### src/rtl/core/pse_pkg.sv
package pse_pkg;

  localparam int unsigned CoordW = 16;
  localparam int unsigned WidthW = 12;
  localparam int unsigned ColorW = 32;
  localparam int unsigned VertW  = 18;
  localparam int unsigned DeltaW = 17;
  localparam int unsigned SqW    = 35;
  localparam int unsigned RadW   = 64;
  localparam int unsigned LenW   = 32;
  localparam int unsigned NumW   = 45;
  localparam int unsigned UnitW  = 16;

  localparam logic [1:0] CfgCamX = 2'd0;
  localparam logic [1:0] CfgCamY = 2'd1;

  localparam logic signed [UnitW-1:0] UnitOne = 16'sd16384;
  localparam logic signed [VertW+2:0] VMax = 21'sd131071;
  localparam logic signed [VertW+2:0] VMin = -21'sd131072;

  typedef struct packed {
    logic signed [CoordW-1:0] x0;
    logic signed [CoordW-1:0] y0;
    logic [WidthW-1:0]        w0;
    logic [ColorW-1:0]        c0;
    logic signed [CoordW-1:0] x1;
    logic signed [CoordW-1:0] y1;
    logic [WidthW-1:0]        w1;
    logic [ColorW-1:0]        c1;
  } seg_t;

endpackage

### src/rtl/core/pse_queue.sv
module pse_queue #(
  parameter int unsigned Depth = 2
) (
  input  logic          clk,
  input  logic          rst_n,
  input  logic          wr,
  input  pse_pkg::seg_t wdata,
  output logic          full,
  input  logic          rd,
  output logic          empty,
  output pse_pkg::seg_t rdata
);
  import pse_pkg::*;
  localparam int unsigned AW = (Depth > 1) ? $clog2(Depth) : 1;

  seg_t mem_r [Depth];
  logic [AW-1:0] wp_r, rp_r;
  logic [AW:0]   cnt_r;

  assign full  = (cnt_r == (AW+1)'(Depth));
  assign empty = (cnt_r == '0);
  assign rdata = mem_r[rp_r];

  always_ff @(posedge clk) begin
    if (wr) mem_r[wp_r] <= wdata;
  end

  always_ff @(posedge clk) begin
    if (!rst_n) begin
      wp_r <= '0; rp_r <= '0; cnt_r <= '0;
    end else begin
      if (wr) wp_r <= (wp_r == AW'(Depth-1)) ? '0 : wp_r + 1'b1;
      if (rd) rp_r <= (rp_r == AW'(Depth-1)) ? '0 : rp_r + 1'b1;
      cnt_r <= cnt_r + (AW+1)'(wr) - (AW+1)'(rd);
    end
  end

endmodule

### config.mk
export PLATFORM = sky130hd
export DESIGN_NAME = pse_queue
export DESIGN_NICKNAME = d
export VERILOG_FILES = /design/src/rtl/core/pse_pkg.sv /design/src/rtl/core/pse_queue.sv
export SDC_FILE = /design/constraint.sdc
export NUM_CORES = 1
export LEC_CHECK = 0
export ABC_AREA = 1
export BUFFER_PORTS_ARGS = -buffer_cell sky130_fd_sc_hd__buf_2
export CAP_MARGIN = 20
export CORE_ASPECT_RATIO = 0.9
export CORE_UTILIZATION = 52
export CTS_CLUSTER_SIZE = 12
export DETAILED_ROUTE_END_ITERATION = 10
export PLACE_DENSITY = 0.87
export SLEW_MARGIN = 20
export SYNTH_ARGS = -nofsm -noshare
export SYNTH_HDL_FRONTEND = slang
export SYNTH_SLANG_ARGS = --single-unit
export TNS_END_PERCENT = 100
### constraint.sdc
create_clock -name clk -period 10.95 [get_ports clk]
set_input_delay 1.6425 -clock clk [delete_from_list [all_inputs] [get_ports clk]]
set_output_delay 1.6425 -clock clk [all_outputs]
set_load 0.05 [all_outputs]
# Yosys cells after proc, flatten, opt, wreduce, memory -nomap -nowiden
# Memories as Yosys holds them, arrays and structs flattened. A register that Yosys moved wholly into a read port is not among the register bits.
# Index checks and enable logic that the tools add are counted.
[word_totals] reg_bits=4 ramBits=304 in_bits=156 output_inout_bits=154 wordCells=16 n_memories=1
[op_classes] n_addsub=4 n_eq_ne=1 muxes=6 reduce_logical=1
[memory_table] name="mem_r" words=2 word_bits=152 read_ports=1 rd_ports_with_merged_regs=1 wr=1 line="pse_queue.sv:16" text="seg_t mem_r [Depth];"
[op_table] op="2-to-1 mux 1 bit" n=6
[op_table] op="adder 1 bit, second input constant" n=2
[op_table] op="adder 2 x 1 -> 2 bit" n=1
[op_table] op="equality test 2 bit, second input constant" n=1
[op_table] op="zero test 2 bit" n=1
[op_table] op="subtractor 2 x 1 -> 2 bit" n=1

# Logic depth before layout (Yosys ltp)
# Gate-level depths: netlist of the first run.
[depth] word_depth=4 ltp_mapped=9 ltp_nobuf=9

# Worst setup path before layout of the first run
# Ideal clock, no wire load.
[synth_path] kind="input-to-reg" startpoint="in wr" endpoint="mem mem_r[0][0] in the netlist's numbering, enable pin" setup_time_ns=0.670 arrival_ns=8.038 required_time_ns=10.280 slack_ns=2.243 stages=2 n_path_buf=0 path_cell_list="inv_1 nor2_1"
[synth_via] elab_chain_cells=2
[synth_rtl] item="start: declaration" line="pse_queue.sv:6" text="input logic wr,"
[synth_rtl] item="2-to-1 mux 1 bit" line="pse_queue.sv:25" text="if (wr) mem_r[wp_r] <= wdata;"
[synth_rtl] item="2-to-1 mux 1 bit (not written as such)" line="pse_queue.sv:25"
[synth_rtl] item="end: declaration" line="pse_queue.sv:16"
# Every way passes these cells.

==> metrics.cfg, run 1 <==
[cts]
clockBufferDepth=3
htree_levels=1
postCtsSetupBuffers=0
ctsHoldBuffers=0
clk_latency_ns=0.54
cts.sinks=309
cts_buffers=30
cts_tree=built
cts_root_buffer=clkbuf_16
cts_resized=0
clk_pin_slew_ns=0.06

[drt]
dr.first_iter.drc_count=417
postRouteAntennaNets=0
wl_per_cell_um=19.1
routed_via_density=5.09
wl_um=21800
drc_errors=0
detailroute.via_count=5813
first_pass_iters=7

[setup_path]
regToRegEndpoint=mem_r[1][34]
crit_family=buffers and inverters
endpoint_kind=output port
startpoint_type=register
reg2reg_from=wp_r
crit_fanout=50
path_class=register to output port
cp.required_ns=9.31
rrSetupSlack_ns=8.51
crit_chain=buf_4, mux2_4, buf_2
cp_slowest_stage_delay_ns=0.75
reg2reg_depth=3
worst_ep_arrival_time_ns=2.56
crit_path_top_delay_cell=buf_4
critical_path_buf_inv_count=2

[layout]
layout_common_cells=309 x buf_2, 304 x edfxtp_1, 80 x mux2_4
area_delta_synth_final_pct=23.2
fin_nets=993
drive_above_1_share_pct=59.0
layout_commonest_cell=buf_2
diodes=0

[sta]
max_slew.worst_pin.slew_ns=1.02
fin_crit_sh_pct=38.4
relSlewSlack_pct=31.8
tns_ns=0
finClkSkew_ns=0.00725
timing.final.max_slew_violations=0
rsz0062_at_grt=false
fin_crit_ns=4.21
setup_viol=0
whs_ns=0.496
finalHoldViolCount=0
max_freq_ghz=0.238

[die]
core_um2=21700
pin_count=310
die-width_um=159
die_area_um2=22700
die_h_um=143
rows=51
start_util_pct=53.1

[global_route]
grt_max_degree=78
grt_pass1_vias=5888
grt_usage_pct=18.3
grt_first_pass_wirelength_um=31700
overflow=0
antenna_found_initial=1

[synthesis]
ys_warn_count=0
synth.top_cell.area_share_pct=79.3
avgSynthCellArea_um2=22.8
ys_seq_elements=309
syn_inst=506
seq_area_frac_synth_pct=80.2
synth.area.top_cells=edfxtp_1 79%, mux2_4 10%, mux2_2 7.0%
synth_top_cell_by_area=edfxtp_1
synth_cell_types=12
mappedNetlistNets=664
synth_area_um2=11500

[min_path]
min_from=rp_r
hold_path.class=register to register
hold_depth=2

[place]
hpwlAfterDp_um=14300
routabilityCongestion=0.779
io_buffers=309

[power]
power_leakage_nw=5.52
p_per_area_nw_per_um2=191
peakVddDrop_mv=0.159

[run]
cap_viol_max_count=0

[status]
status=finished clean

-- power breakdown --
part,switching [mW],internal [mW]
registers,0.0195,1.37
clock network,0.385,0.518
logic,0.288,0.124
total,0.693,2.01
-- tightest hold or removal path: stages (launching register included) --
cell     delay (ns)
dfxtp_1        0.32
nor2_1         0.06
nor2_1         0.08
-- metal layers --
metal | share of wire (%) | GRT usage, % | up-vias
met5 | 0.037 | 0 | -
met4 | 2.1 | 5.21 | 2
met3 | 8.4 | 5.08 | 32
met2 | 50 | 31.0 | 285
met1 | 40 | 23.3 | 2845
li1 | - | - | 2649
-- cells in the mapped netlist --
cell,instances
nand2_1,8
nor2_1,9
edfxtp_1,304
nand3_1,1
ha_1,2
mux2_2,72
buf_2,7
a21oi_1,1
dfxtp_1,5
inv_1,7
buf_6,10
mux2_4,80
-- worst max-delay path by stage --
stage | startpoint | to | slack (ns) | depth (start not counted)
detailed placement | register | rdata[140] | 7.07 | 3
global placement | register | rdata[140] | 7.09 | 3
global route | register | rdata[42] | 6.59 | 3
CTS | register | rdata[140] | 6.48 | 3
floorplan | wr | mem_r[0][0] | 2.24 | 2
finish | register | rdata[105] | 6.74 | 3
-- flip-flops by register name, summed over array words and instances (netlist names), named ones only --
| name | count |
|---|---|
| cnt_r | 2 |
| rp_r | 1 |
| mem_r | 304 |
| wp_r | 1 |
-- kinds of logic after synthesis --
family	count (synthesis)	share of synthesized area, %
flip-flops	309	80.2
AND/OR/NAND/NOR	18	0.598
AO/OA/AOI/OAI	1	0.0434
adder cells (fa/ha/maj)	2	0.217
multiplexers	152	17.5
buffers and inverters	24	1.51
-- layout make-up --
type                    instances  area [um2]
clock inverters                 4        16.3
repair buffers                314        1590
inverters                       7        31.3
flip-flops and latches        309        9230
multi-input cells             173        2120
clock buffers                  44         835
well taps                     291         364
fillers                      1488        7510
-- through the flow --
step	total power, mW	std cells	util, %	area (um2)	setup WS, ns
detailed placement	1.83	1094	61.4	13300	7.07
CTS	2.73	1142	65.4	14200	6.48
global placement	1.82	1094	61.4	13300	7.09
finish	2.71	1142	65.4	14200	6.74
global route	2.79	1142	65.4	14200	6.59
floorplan	1.73	506	-	11500	2.24
Power figures use the tool's default switching activity.
==> run 2: changes to the inputs <==
Settings changed: CORE_UTILIZATION 52 to 47, PLACE_DENSITY 0.87 to 0.83.
Clock period 10.95 ns to 3.5 ns, I/O delays scaled along.
==> run 2 against run 1 <==
Against the previous run:
- total power rose to 3.1 times the previous value
- global-route usage down 1.8 points
- die area up 10%
- worst setup slack worse by 6.0 ns
- count of clock-buffer cells in the layout down 7
- sequential cell count unchanged
- cell area up 1.1%
- sequential share of layout area down 0.69 points
- clock skew down 0.0021 ns
- worst hold slack worse by 0.32 ns
- utilization down 4.8 points
- largest cell class unchanged
==> metrics.cfg, run 2 (same netlist as run 1, synthesis figures left out) <==
[status]
status=finished clean

[cts]
ctsHoldBuffers=0  ; unchanged
cts_tree=built
cts_resized=0  ; unchanged
postCtsSetupBuffers=0  ; unchanged
cts.sinks=309  ; unchanged
clk_pin_slew_ns=0.06  ; about the same
clockBufferDepth=3  ; unchanged
htree_levels=1  ; unchanged
cts_buffers=31  ; +3.3%
clk_latency_ns=0.53  ; about the same
cts_root_buffer=clkbuf_16

[place]
dp.cells=1112  ; +1.6%
routabilityCongestion=0.738  ; -5.2%
placed_area_um2=13500  ; +1.1%
place_ws_ns=1.33  ; -5.74 ns
hpwlAfterDp_um=14500  ; +1.3%
io_buffers=309  ; unchanged

[global_route]
grt_pass1_vias=6009  ; +2.1%
overflow=0  ; unchanged
grt_usage_pct=16.5  ; -1.8 points
grt_first_pass_wirelength_um=31600  ; -0.28%
grt_max_degree=72  ; -7.7%
antenna_found_initial=3  ; +2

[die]
pin_count=310  ; unchanged
die_h_um=150  ; +5.1%
core_um2=23700  ; +9.1%
die_area_um2=25100  ; +10%
start_util_pct=48.6  ; -4.4 points
die-width_um=167  ; +5.1%
rows=53  ; +3.9%

[setup_path]
startpoint_type=register
crit_fanout=28  ; -44%
cp_slowest_stage_delay_ns=0.56  ; -0.19 ns
path_class=register to output port
crit_path_top_delay_cell=dfxtp_4
crit_chain=buf_4, mux2_2, buf_2
cp.required_ns=2.97  ; -6.34 ns
endpoint_kind=output port
worst_ep_arrival_time_ns=2.19  ; -0.37 ns

[layout]
largest_register=mem_r
drive_above_1_share_pct=59.5  ; +0.54 points
num-fill-cells=1680  ; +13%
layout_common_cells=309 x buf_2, 304 x edfxtp_1, 80 x mux2_4
largest_reg_flops=304  ; unchanged
fin_nets=1001  ; +0.81%
layout_commonest_cell=buf_2
multi_input_area_um2=2120  ; unchanged
layoutNonFillerInstCount=1160  ; +1.6%
fin_util_pct=60.6  ; -4.8 points
reg_top3=mem_r (304), cnt_r (2)
area_delta_synth_final_pct=24.5
fin_area_um2=14300  ; +1.1%
regArea_um2=9230  ; unchanged

[power]
power_leakage_nw=5.57  ; +0.95%
power_switching_mw=2.17  ; +210%
combPwrFrac_pct=15.3  ; about the same
p_sw_share_pct=25.4  ; -0.15 points
peakVddDrop_mv=0.567  ; +260%
p_per_area_nw_per_um2=594  ; +210%
seqPwrFrac_pct=51.0  ; -0.4 points
p_int_mw=6.35  ; +220%
finalPower_mw=8.51  ; +210%
p_clk_share_pct=33.6  ; +0.2 points

[sta]
max_slew.worst_pin.slew_ns=0.681  ; -0.342 ns
whs_ns=0.175  ; -0.321 ns
fin_crit_ns=2.71
finalHoldViolCount=0  ; unchanged
rsz0062_at_grt=false
tns_ns=0  ; unchanged
fin_ws_ns=0.787  ; -5.96 ns
fin_crit_sh_pct=77.5
setup_viol=0  ; unchanged
max_freq_ghz=0.369
relSlewSlack_pct=54.5  ; +23 points
finClkSkew_ns=0.00511  ; -0.00214 ns
timing.final.max_slew_violations=0  ; unchanged

[run]
cap_viol_max_count=0  ; unchanged

[drt]
detailroute.via_count=5829  ; +0.28%
wl_um=21400  ; -1.6%
dr.first_iter.drc_count=384  ; -7.9%
drc_errors=0  ; unchanged
routed_via_density=5.03  ; -1.3%
first_pass_iters=4  ; -3
wl_per_cell_um=18.5  ; -3.1%
postRouteAntennaNets=0  ; unchanged

[min_path]
hold_path.class=input pin to register

-- run 2: power groups by stage --
| stage | Combinational (mW) | Sequential (mW) | Clock [mW] |
|---|---|---|---|
| 5_1_grt | 1.36 | 4.36 | 3.07 |
| 3_5_place_dp | 1.31 | 4.42 | 0 |
| 4_1_cts | 1.32 | 4.35 | 2.95 |
| 2_1_floorplan | 0.994 | 4.41 | 0 |
| 6_report | 1.31 | 4.34 | 2.86 |
| 3_3_place_gp | 1.29 | 4.41 | 0 |
-- run 2: critical path, delay by kind of cell, from the launching register on --
| kind | cells | cell delay, ns |
|---|---|---|
| muxes | 1 | 0.39 |
| buffers and inverters | 2 | 0.68 |
| DFF | 1 | 0.56 |
-- run 2: layout make-up --
| cell class | instances | area share, % |
|---|---|---|
| Antenna cell | 3 | 0.0524 |
| Clock buffer | 37 | 5.57 |
| Clock inverter | 8 | 0.419 |
| Inverter | 7 | 0.209 |
| Multi-Input combinational cell | 173 | 14.8 |
| Sequential cell | 309 | 64.4 |
| Tap cell | 302 | 2.64 |
| Timing Repair Buffer | 321 | 11.9 |
-- run 2: path summary, 6_finish.rpt --
kind	start	endpoint	slack, ns	cells after the start
hold / removal	wdata[47]	mem_r[0][47]	0.18	1
hold reg to reg	rp_r	register	0.50	2
setup / recovery	register	rdata[49]	0.79	3
setup reg to reg	wp_r	mem_r[1][148]	1.70	3
-- run 2: routing by layer --
metal	vias up	global-route usage (%)	routed length, um
li1	2662	-	-
met1	2859	19.5	8220
met2	256	28.2	10700
met3	50	5.57	1950
met4	2	5.83	597
met5	-	0	13
