<file path="config.mk">
export PLATFORM = sky130hd
export DESIGN_NAME = pse_front
export DESIGN_NICKNAME = d
export VERILOG_FILES = /design/src/rtl/core/pse_pkg.sv /design/src/rtl/core/pse_front.sv
export SDC_FILE = /design/constraint.sdc
export NUM_CORES = 1
export LEC_CHECK = 0
export BUFFER_PORTS_ARGS = -buffer_cell sky130_fd_sc_hd__buf_4
export CORE_MARGIN = 2
export CORE_UTILIZATION = 47
export DETAILED_ROUTE_END_ITERATION = 6
export PLACE_DENSITY = 0.86
export RECOVER_POWER = 25
export SLEW_MARGIN = 20
export SYNTH_ARGS = -nofsm -noshare
export SYNTH_HDL_FRONTEND = slang
export SYNTH_SLANG_ARGS = --single-unit
</file>
<file path="constraint.sdc">
create_clock -name clk -period 1.4 [get_ports clk]
set_input_delay 0.14 -clock clk [delete_from_list [all_inputs] [get_ports clk]]
set_output_delay 0.14 -clock clk [all_outputs]
set_load 0.1 [all_outputs]
</file>
<file path="src/rtl/core/pse_pkg.sv">
package pse_pkg;

  localparam int unsigned CoordW = 16;
  localparam int unsigned WidthW = 12;
  localparam int unsigned ColorW = 32;
  localparam int unsigned VertW  = 18;
  localparam int unsigned DeltaW = 17;
  localparam int unsigned SqW    = 35;
  localparam int unsigned RadW   = 64;
  localparam int unsigned LenW   = 32;
  localparam int unsigned NumW   = 45;
  localparam int unsigned UnitW  = 16;

  localparam logic [1:0] CfgCamX = 2'd0;
  localparam logic [1:0] CfgCamY = 2'd1;

  localparam logic signed [UnitW-1:0] UnitOne = 16'sd16384;
  localparam logic signed [VertW+2:0] VMax = 21'sd131071;
  localparam logic signed [VertW+2:0] VMin = -21'sd131072;

  typedef struct packed {
    logic signed [CoordW-1:0] x0;
    logic signed [CoordW-1:0] y0;
    logic [WidthW-1:0]        w0;
    logic [ColorW-1:0]        c0;
    logic signed [CoordW-1:0] x1;
    logic signed [CoordW-1:0] y1;
    logic [WidthW-1:0]        w1;
    logic [ColorW-1:0]        c1;
  } seg_t;

endpackage

</file>
<file path="src/rtl/core/pse_front.sv">
module pse_front (
  input  logic                           clk,
  input  logic                           rst_n,
  input  logic                           take,
  input  logic signed [pse_pkg::CoordW-1:0] x,
  input  logic signed [pse_pkg::CoordW-1:0] y,
  input  logic [pse_pkg::WidthW-1:0]     w,
  input  logic [pse_pkg::ColorW-1:0]     c,
  input  logic                           start,
  output logic                           seg_vld,
  output pse_pkg::seg_t                  seg
);
  import pse_pkg::*;

  logic signed [CoordW-1:0] px_r, py_r;
  logic [WidthW-1:0]        pw_r;
  logic [ColorW-1:0]        pc_r;
  logic                     have_r;

  always_ff @(posedge clk) begin
    if (!rst_n) begin
      have_r <= 1'b0;
      px_r <= '0; py_r <= '0; pw_r <= '0; pc_r <= '0;
    end else if (take) begin
      have_r <= 1'b1;
      px_r <= x; py_r <= y; pw_r <= w; pc_r <= c;
    end
  end

  assign seg_vld = take && have_r && !start && ((x != px_r) || (y != py_r));
  assign seg = '{x0: px_r, y0: py_r, w0: pw_r, c0: pc_r, x1: x, y1: y, w1: w, c1: c};

endmodule

</file>
Yosys cells after proc, flatten, opt, wreduce, memory -nomap -nowiden
Cells that the tools add are included.
Storage, ports and cells
  bits in registers: 77
  bits of input ports: 80
  output and inout port bits: 153
  word-level logic and storage cells: 12
Cells by class
  eq/ne operators: 2
  reductions and logical operators: 5
Operator list (number)
  16-bit inequality test: 2
  1-bit logical AND: 3
  1-bit zero test: 1
  1-bit logical OR: 1

Longest topological paths before layout
Gate-level depths: netlist of run 1.
  word-level depth: 3
  depth in mapped cells: 5

Worst setup path after synthesis of run 1
Ideal clock, no wire load.
  path kind: register -> output
  start point: register px_r[10]
  end point: output seg_vld
  data arrival time: 3.559 ns
  path slack: -2.299 ns
  cell stages (with the launch flop): 5
  path buffers: 0
  path through: dfxtp_1 > xnor2_1 > nand4_1 > nor4_1 > a211oi_1
Between the ends
  word-level cells in the longest chain between the ends: 3
Ends and longest elaborated chain
  from (decl): line pse_front.sv:15  | logic signed [CoordW-1:0] px_r, py_r;
  from (signal assigned): line pse_front.sv:23  | px_r <= '0; py_r <= '0; pw_r <= '0; pc_r <= '0;
  from (signal assigned): line pse_front.sv:26  | px_r <= x; py_r <= y; pw_r <= w; pc_r <= c;
  16-bit inequality test: line pse_front.sv:30  | assign seg_vld = take && have_r && !start && ((x != px_r) || (y != py_r));
  1-bit logical OR: line pse_front.sv:30
  1-bit logical AND: line pse_front.sv:30
  to (decl): line pse_front.sv:10  | output logic seg_vld,
No other way between the ends.

Worst setup path in the final report of run 1
  start point: register px_r[1]
  end point: output seg_vld
Same word-level chain as after synthesis.

==> results of run 1 <==
-- kinds of logic after synthesis --
family / Yosys count / share of synthesized area
XOR/XNOR: 32 / 0.0730
AO/OA/AOI/OAI: 2 / 0.00391
buffers and inverters: 93 / 0.179
flip-flops: 77 / 0.402
multiplexers: 76 / 0.198
AND/OR/NAND/NOR: 87 / 0.144
-- registers in the layout (all words and copies together) (netlist names) --
signal	flops
have_r	1
pc_r	32
pw_r	12
px_r	16
py_r	16
-- area by class of cell --
class	count	area, µm²	area share
well taps	102	128	0.0220
clock inverters	7	88.8	0.0153
repair buffers	276	2040	0.352
multi-input cells	197	1750	0.302
flip-flops and latches	77	1660	0.287
clock buffers	9	124	0.0214
-- metrics by stage --
| stage | setup TNS, ns | hold WS (ns) | cells |
|---|---|---|---|
| 2_1_floorplan | -0.418 | 0.308 | 367 |
| 3_3_place_gp | -0.132 | 0.405 | 652 |
| 3_5_place_dp | -0.104 | 0.416 | 652 |
| 4_1_cts | -0.393 | 0.0510 | 668 |
| 5_1_grt | -0.526 | 0.0655 | 668 |
| 6_report | -0.445 | 0.0616 | 668 |
-- worst min-delay path: cells and delay by family --
kind | cells | cell delay (ns)
muxes | 1 | 0.06
buffers and inverters | 1 | 0.08
and+or+nand+nor | 1 | 0.09
-- worst paths after layout --
check,startpoint,endpoint,slack [ns],depth (start not counted)
max,px_r[1]$_SDFFE_PN0P_,seg_vld,-0.44,6
min,c[1],pc_r[1]$_SDFFE_PN0P_,0.06,3
max reg2reg,py_r[1]$_SDFFE_PN0P_,py_r[1]$_SDFFE_PN0P_,0.51,3
min reg2reg,have_r$_SDFFE_PN0P_,have_r$_SDFFE_PN0P_,0.47,1
-- metal layers --
layer | vias to the layer above | track usage
met2 | 144 | 0.398
met3 | 13 | 0.0567
met1 | 1441 | 0.238
met4 | 0 | 0.0688
li1 | 1511 | -
met5 | - | 0
-- layout by cell type, fill, tap and decap left out, drive strengths merged --
cell type,instances
buf,243
dfxtp,77
mux2i,76
nor2b,66
clkbuf,42
xnor2,32
and2b,10
nand4,8
clkinv,3
bufinv,2
nor4,2
nand2,1
a211oi,1
o21a,1
inv,1
clkinvlp,1
-- where the power goes --
group / internal (mW) / leakage [nW] / switching, mW
sequential: 2.30 / 0.657 / 0.0871
clock: 0.995 / 0.105 / 0.799
combinational: 0.768 / 2.13 / 2.22
total: 4.06 / 2.89 / 3.11
-- timing repair --
action,CTS,global route
resized for setup,12,8
setup buffers,0,0
pin swaps,5,7
setup endpoints to repair,1,1
==> flow_metrics.py, run 1 <==
metrics = {
    "critical_path": {
        "crit_chain": "xnor2_2 -> nand4_1 -> nor4_2 -> buf_4 -> a211oi_4 -> buf_12",
        "end_kind": "output pin",
        "slowest_stage": "dfxtp_4",
        "cp.required_ns": 1.26,
        "crit_family": "simple AND/OR/NAND/NOR gates",
        "path_class": "reg -> out",
        "crit_arrival_ns": 1.70,
        "critPathBufInv": 2,
        "path_max_fanout": 2,
        "cp_slowest_stage_delay_ns": 0.36,
        "crit_path_start_kind": "register",
    },
    "place": {
        "dpl-instance-area_um2": 5520,
        "portBuffers": 232,
        "dp_worst_setup_slack_ns": -0.104,
        "place_congestion": 0.787,
        "hpwl_um": 7650,
    },
    "route": {
        "drt_iter0_drc": 32,
        "met3_wirelength_um": 789,
        "num_vias": 3109,
        "routed_wl_um": 9980,
        "drt_pre_antenna_iters": 4,
        "top_layer": "met4",
        "avgViaCountPerCell": 4.65,
        "drc": 0,
        "wl_met1_um": 3720,
        "detail_route.wl_per_cell_um": 14.9,
        "met2_length_um": 5340,
        "postRouteAntennaNets": 0,
    },
    "synthesis": {
        "async_flop_share": 0,
        "ys_types": 14,
        "yosysMostFrequentCell": "buf_4",
        "synth_ff_type": "dfxtp_1",
        "netlist_top_cells_area": "dfxtp_1 40%, mux2i_1 20%, buf_4 16%, nor2b_1 11%, xnor2_1 7.3%",
        "syn_inst": 367,
        "synth_edf_count": 0,
        "synth_nets": 447,
        "synth_top_area_share": 0.402,
        "yosysWarnings": 0,
        "netlist_area_um2": 3840,
        "yosysSeqAreaShare": 0.402,
        "yosysTopAreaCell": "dfxtp_1",
        "synth_seq_cells": 77,
        "syn_area_per_cell_um2": 10.5,
        "synthTopCellsByCount": "82 x buf_4, 77 x dfxtp_1, 76 x mux2i_1, 66 x nor2b_1, 32 x xnor2_1",
    },
    "timing": {
        "report.final.slew_viol_count": 0,
        "min_period_ns": 1.84,
        "worst_pin_slew_ns": 0.550,
        "fin_crit_sh": 1.32,
        "skew_ns": 0,
        "maxSlewHeadroom": 0.635,
        "setup_viol": 1,
        "worst_slack_ns": -0.445,
        "hold_viol": 0,
        "max_freq_ghz": 0.542,
        "rsz0062_at_grt": "yes",
    },
    "global_routing": {
        "track_usage": 0.215,
        "grt_pass1_wl_um": 15000,
        "antenna_found_initial": 0,
        "overflow": 0,
        "grt_pass1_vias": 3129,
        "grt_max_degree": 78,
    },
    "floorplan": {
        "die_area_um2": 8910,
        "initial_utilization": 0.492,
        "io_pins": 233,
        "core_area_um2": 7810,
        "row_count": 32,
        "die_h_um": 94.4,
        "fp.dieW_um": 94.4,
    },
    "final_layout": {
        "nets": 641,
        "insertedDiodeCount": 0,
        "fin_area_um2": 5790,
        "drive_above_1_share": 0.601,
        "fin_util": 0.742,
        "areaGrowthSynthToFinish_pct": 50.8,
        "fillers": 570,
    },
    "outcome": {
        "failed_checks": "setup timing",
        "status": "finished, violations left",
    },
    "power_and_ir_drop": {
        "power_mw": 7.17,
        "ir_drop_mv": 0.743,
        "leakagePower_nw": 2.89,
        "power.density_nw_per_um2": 1240,
    },
    "clock_tree": {
        "clock_latency_ns": 0.33,
        "clkSinkCount": 77,
        "cts_tree": "done",
        "cts_buffer_depth": 2,
        "ctsHoldBuffers": 0,
        "path_clk_slew_ns": 0.08,
        "numCtsBuffers": 9,
        "cts_root_buf": "clkbuf_8",
        "h-tree-depth": 3,
    },
    "min_path": {
        "min_path_type": "in -> reg",
    },
    "job": {
        "cap_violations": 0,
    },
}
Power figures use the tool's default switching activity.
==> run 2, diff against run 1 <==
Settings changed: GPL_ROUTABILITY_DRIVEN from default to 0, PLACE_DENSITY 0.86 to 0.83.
==> flow_metrics.py, run 2 (synthesis results as in run 1) <==
metrics = {
    "timing": {
        "max_freq_ghz": 0.556,
        "hold_viol": 0,
        "fin_crit_sh": 1.29,
        "setup_viol": 1,
        "rsz0062_at_grt": "yes",
        "worst_pin_slew_ns": 0.554,
        "worst_slack_ns": -0.400,
        "report.final.slew_viol_count": 0,
        "maxSlewHeadroom": 0.632,
        "skew_ns": 0,
        "setup_tns_ns": -0.400,
        "whs_ns": 0.0639,
        "min_period_ns": 1.80,
    },
    "global_routing": {
        "grt_pass1_vias": 3032,
        "grt_pass1_wl_um": 14700,
        "antenna_found_initial": 0,
        "overflow": 0,
        "grt_max_degree": 53,
        "track_usage": 0.213,
    },
    "critical_path": {
        "end_kind": "output pin",
        "crit_family": "simple AND/OR/NAND/NOR gates",
        "cp.required_ns": 1.26,
        "path_class": "reg -> out",
        "crit_arrival_ns": 1.66,
        "cp_slowest_stage_delay_ns": 0.36,
        "crit_path_start_kind": "register",
        "critPathBufInv": 2,
        "path_max_fanout": 3,
        "crit_chain": "xnor2_2 -> nand4_1 -> nor4_2 -> buf_4 -> a211oi_4 -> buf_12",
        "slowest_stage": "dfxtp_4",
    },
    "floorplan": {
        "die_area_um2": 8910,
        "row_count": 32,
        "io_pins": 233,
        "die_h_um": 94.4,
        "core_area_um2": 7810,
        "fp.dieW_um": 94.4,
        "initial_utilization": 0.492,
    },
    "route": {
        "drt_pre_antenna_iters": 4,
        "routed_wl_um": 9850,
        "drc": 0,
        "drt_iter0_drc": 54,
        "avgViaCountPerCell": 4.58,
        "detail_route.wl_per_cell_um": 14.6,
        "postRouteAntennaNets": 0,
        "num_vias": 3091,
    },
    "power_and_ir_drop": {
        "leakagePower_nw": 2.87,
        "power.density_nw_per_um2": 1200,
        "power_mw": 6.90,
        "ir_drop_mv": 0.922,
    },
    "clock_tree": {
        "cts_tree": "done",
        "cts_root_buf": "clkbuf_8",
        "path_clk_slew_ns": 0.08,
        "numCtsBuffers": 9,
        "cts_buffer_depth": 2,
        "ctsHoldBuffers": 0,
        "clkSinkCount": 77,
        "clock_latency_ns": 0.33,
        "h-tree-depth": 3,
    },
    "place": {
        "hpwl_um": 7850,
        "dp_worst_setup_slack_ns": -0.136,
        "portBuffers": 232,
    },
    "final_layout": {
        "layout_common_cells": "245 x buf_4, 76 x mux2i_1, 66 x nor2b_1",
        "drive_above_1_share": 0.590,
        "reg_top3": "pc_r: 32 flops, px_r: 16 flops, py_r: 16 flops",
        "largest-register": "pc_r",
        "final_common_cell": "buf_4",
        "insertedDiodeCount": 0,
        "largest_reg_flops": 32,
        "areaGrowthSynthToFinish_pct": 50.0,
        "fin_util": 0.737,
        "nets": 648,
        "fillers": 570,
    },
    "job": {
        "cap_violations": 0,
    },
    "min_path": {
        "min_path_type": "in -> reg",
    },
    "outcome": {
        "failed_checks": "setup timing",
        "status": "finished, violations left",
    },
}
[run 2: power by group]
group	internal, mW	total, mW	switching [mW]
sequential	2.30	2.38	0.0817
clock	0.802	1.54	0.739
combinational	0.764	2.98	2.22
[run 2: per-stage QoR]
step	cells	area, µm²
6_report	675	5760
5_1_grt	675	5760
4_1_cts	675	5780
3_5_place_dp	659	5570
3_3_place_gp	659	5570
2_1_floorplan	367	3970
[run 2: path summary, 6_finish.rpt]
kind / slack, ns / start / end / depth (start not counted)
setup / recovery: -0.40 / px_r[5]$_SDFFE_PN0P_ / seg_vld / 6
hold / removal: 0.06 / w[10] / pw_r[10]$_SDFFE_PN0P_ / 3
setup reg to reg: 0.51 / py_r[1]$_SDFFE_PN0P_ / py_r[1]$_SDFFE_PN0P_ / 3
hold reg to reg: 0.48 / have_r$_SDFFE_PN0P_ / have_r$_SDFFE_PN0P_ / 1
[run 2: tightest hold or removal path: cells and delay by family]
family / cells / cell delay, ns
AND/OR/NAND/NOR: 1 / 0.09
multiplexers: 1 / 0.06
buffers and inverters: 1 / 0.08
[run 2: per-layer routing]
layer  up-vias  routed length [µm]  global-route usage
li1       1529                   -                   -
met1      1399                3670               0.237
met2       148                5140               0.387
met3        15                 848              0.0551
met4         0                 191              0.0821
met5         -                   0                   0
[run 2: area by class of cell]
type                    count  area, µm²  area share
flip-flops and latches     77       1660       0.289
well taps                 102        128      0.0222
repair buffers            283       2090       0.363
clock inverters             1       5.00    0.000869
multi-input cells         197       1700       0.295
clock buffers              15        178      0.0309
[run 2: timing repair]
item / in CTS / in global routing
setup buffers: 0 / 0
gates resized for setup: 5 / 8
setup endpoints to repair: 1 / 1
hold endpoints to repair: 0 / 0
pin swaps: 2 / 7
==> run 3, diff against run 2 <==
Settings changed: BUFFER_PORTS_ARGS -buffer_cell sky130_fd_sc_hd__buf_4 to default, CORE_AREA from default to 2 2 90 92, CORE_MARGIN 2 to default, CORE_UTILIZATION 47 to default, DIE_AREA from default to 0 0 92 94, DONT_BUFFER_PORTS from default to 1, PLACE_DENSITY 0.83 to 0.62, TNS_END_PERCENT from default to 10.
==> flow_metrics.py, run 3 <==
metrics = {
    "synthesis": {
        "synth_seq_cells": 77,
        "synthTopCellsByCount": "82 x buf_4, 77 x dfxtp_1, 76 x mux2i_1, 66 x nor2b_1, 32 x xnor2_1",
        "synth_top_area_share": 0.402,
        "yosysTopAreaCell": "dfxtp_1",
        "yosysSeqAreaShare": 0.402,
        "syn_area_per_cell_um2": 10.5,
        "synth_nets": 447,
        "netlist_area_um2": 3840,
        "yosysWarnings": 0,
        "yosysMostFrequentCell": "buf_4",
        "synth_edf_count": 0,
        "netlist_top_cells_area": "dfxtp_1 40%, mux2i_1 20%, buf_4 16%, nor2b_1 11%, xnor2_1 7.3%",
        "synth_ff_type": "dfxtp_1",
        "syn_inst": 367,
        "async_flop_share": 0,
        "ys_types": 14,
    },
    "outcome": {
        "status": "did not finish",
        "stop_stage": "clock tree synthesis",
        "error": "[ERROR RSZ-0060] Max buffer count reached.",
    },
    "floorplan": {
        "row_count": 32,
        "io_pins": 233,
        "initial_utilization": 0.505,
        "fp.dieW_um": 92,
        "die_h_um": 94,
    },
    "clock_tree": {
        "ctsResizeCount": 10,
        "clkSinkCount": 77,
        "cts_setup_buffers": 0,
        "cts_buffer_depth": 2,
        "cts_root_buf": "clkbuf_8",
        "ctsHoldBuffers": 101,
        "h-tree-depth": 3,
        "numCtsBuffers": 9,
    },
    "place": {
        "hpwl_um": 5260,
        "placed_cells": 455,
        "portBuffers": 0,
    },
}
## run 3: cells by family after synthesis
| family | share of synthesized area |
|---|---|
| AND/OR/NAND/NOR | 0.144 |
| multiplexers | 0.198 |
| flip-flops | 0.402 |
| buffers and inverters | 0.179 |
| XOR/XNOR | 0.0730 |
| AO/OA/AOI/OAI | 0.00391 |
## run 3: metrics by stage
stage	TNS, ns	util	worst slack [ns]	hold WS [ns]	cell area, µm²
3_5_place_dp	-0.109	0.528	-0.109	0.272	4020
3_3_place_gp	-0.146	0.528	-0.146	0.270	4020
2_1_floorplan	-0.418	-	-0.418	0.308	3970
==> run 4, diff against run 3 <==
Settings changed: CORE_AREA 2 2 90 92 to default, CORE_MARGIN from default to 2, CORE_UTILIZATION from default to 40, DIE_AREA 0 0 92 94 to default, PLACE_DENSITY 0.62 to default, PLACE_DENSITY_LB_ADDON from default to 0.15.
==> flow_metrics.py, run 4 <==
metrics = {
    "place": {
        "dpl-instance-area_um2": 4050,
        "placed_cells": 482,
        "hpwl_um": 5540,
        "portBuffers": 0,
    },
    "synthesis": {
        "synthAdderAreaFrac": 0,
        "yosysTopAreaCell": "dfxtp_1",
        "synth_xor_area_frac": 0.0730,
        "synth_compound_area_frac": 0.00391,
        "muxShareOfSynthArea": 0.198,
        "synthTopCellsByCount": "82 x buf_4, 77 x dfxtp_1, 76 x mux2i_1, 66 x nor2b_1, 32 x xnor2_1",
        "synth_top_area_share": 0.402,
        "yosysWarnings": 0,
        "ys_types": 14,
        "synth_nets": 447,
        "yosysMostFrequentCell": "buf_4",
        "async_flop_share": 0,
        "synth_seq_cells": 77,
        "yosysSeqAreaShare": 0.402,
        "netlist_area_um2": 3840,
        "syn_area_per_cell_um2": 10.5,
        "netlist_top_cells_area": "dfxtp_1 40%, mux2i_1 20%, buf_4 16%, nor2b_1 11%, xnor2_1 7.3%",
        "synth-simple-area-share": 0.144,
        "synth_top_family_by_area": "multiplexers",
        "synth_ff_type": "dfxtp_1",
        "syn_inst": 367,
        "synth_edf_count": 0,
    },
    "clock_tree": {
        "ctsHoldBuffers": 101,
        "cts_root_buf": "clkbuf_8",
        "clkSinkCount": 77,
        "cts_buffer_depth": 2,
        "numCtsBuffers": 9,
        "h-tree-depth": 3,
        "ctsResizeCount": 3,
        "cts_setup_buffers": 0,
    },
    "floorplan": {
        "row_count": 35,
        "fp.dieW_um": 102,
        "io_pins": 233,
        "die_h_um": 102,
        "initial_utilization": 0.413,
    },
    "outcome": {
        "stop_stage": "clock tree synthesis",
        "status": "did not finish",
        "error": "[ERROR RSZ-0060] Max buffer count reached.",
    },
}
-- run 4: cell counts after synthesis --
Identical to the previous run, type by type.
-- run 4: cell families after synthesis --
kind of cell / Yosys count
multiplexers: 76
AO/OA/AOI/OAI: 2
XOR/XNOR: 32
AND/OR/NAND/NOR: 87
buffers and inverters: 93
flip-flops: 77
-- run 4: per-stage QoR --
stage          hold slack (ns)   util  setup TNS [ns]  setup WS, ns
2_1_floorplan            0.308      -          -0.418        -0.418
3_3_place_gp             0.265  0.436         -0.0794       -0.0794
3_5_place_dp             0.272  0.436         -0.0735       -0.0735
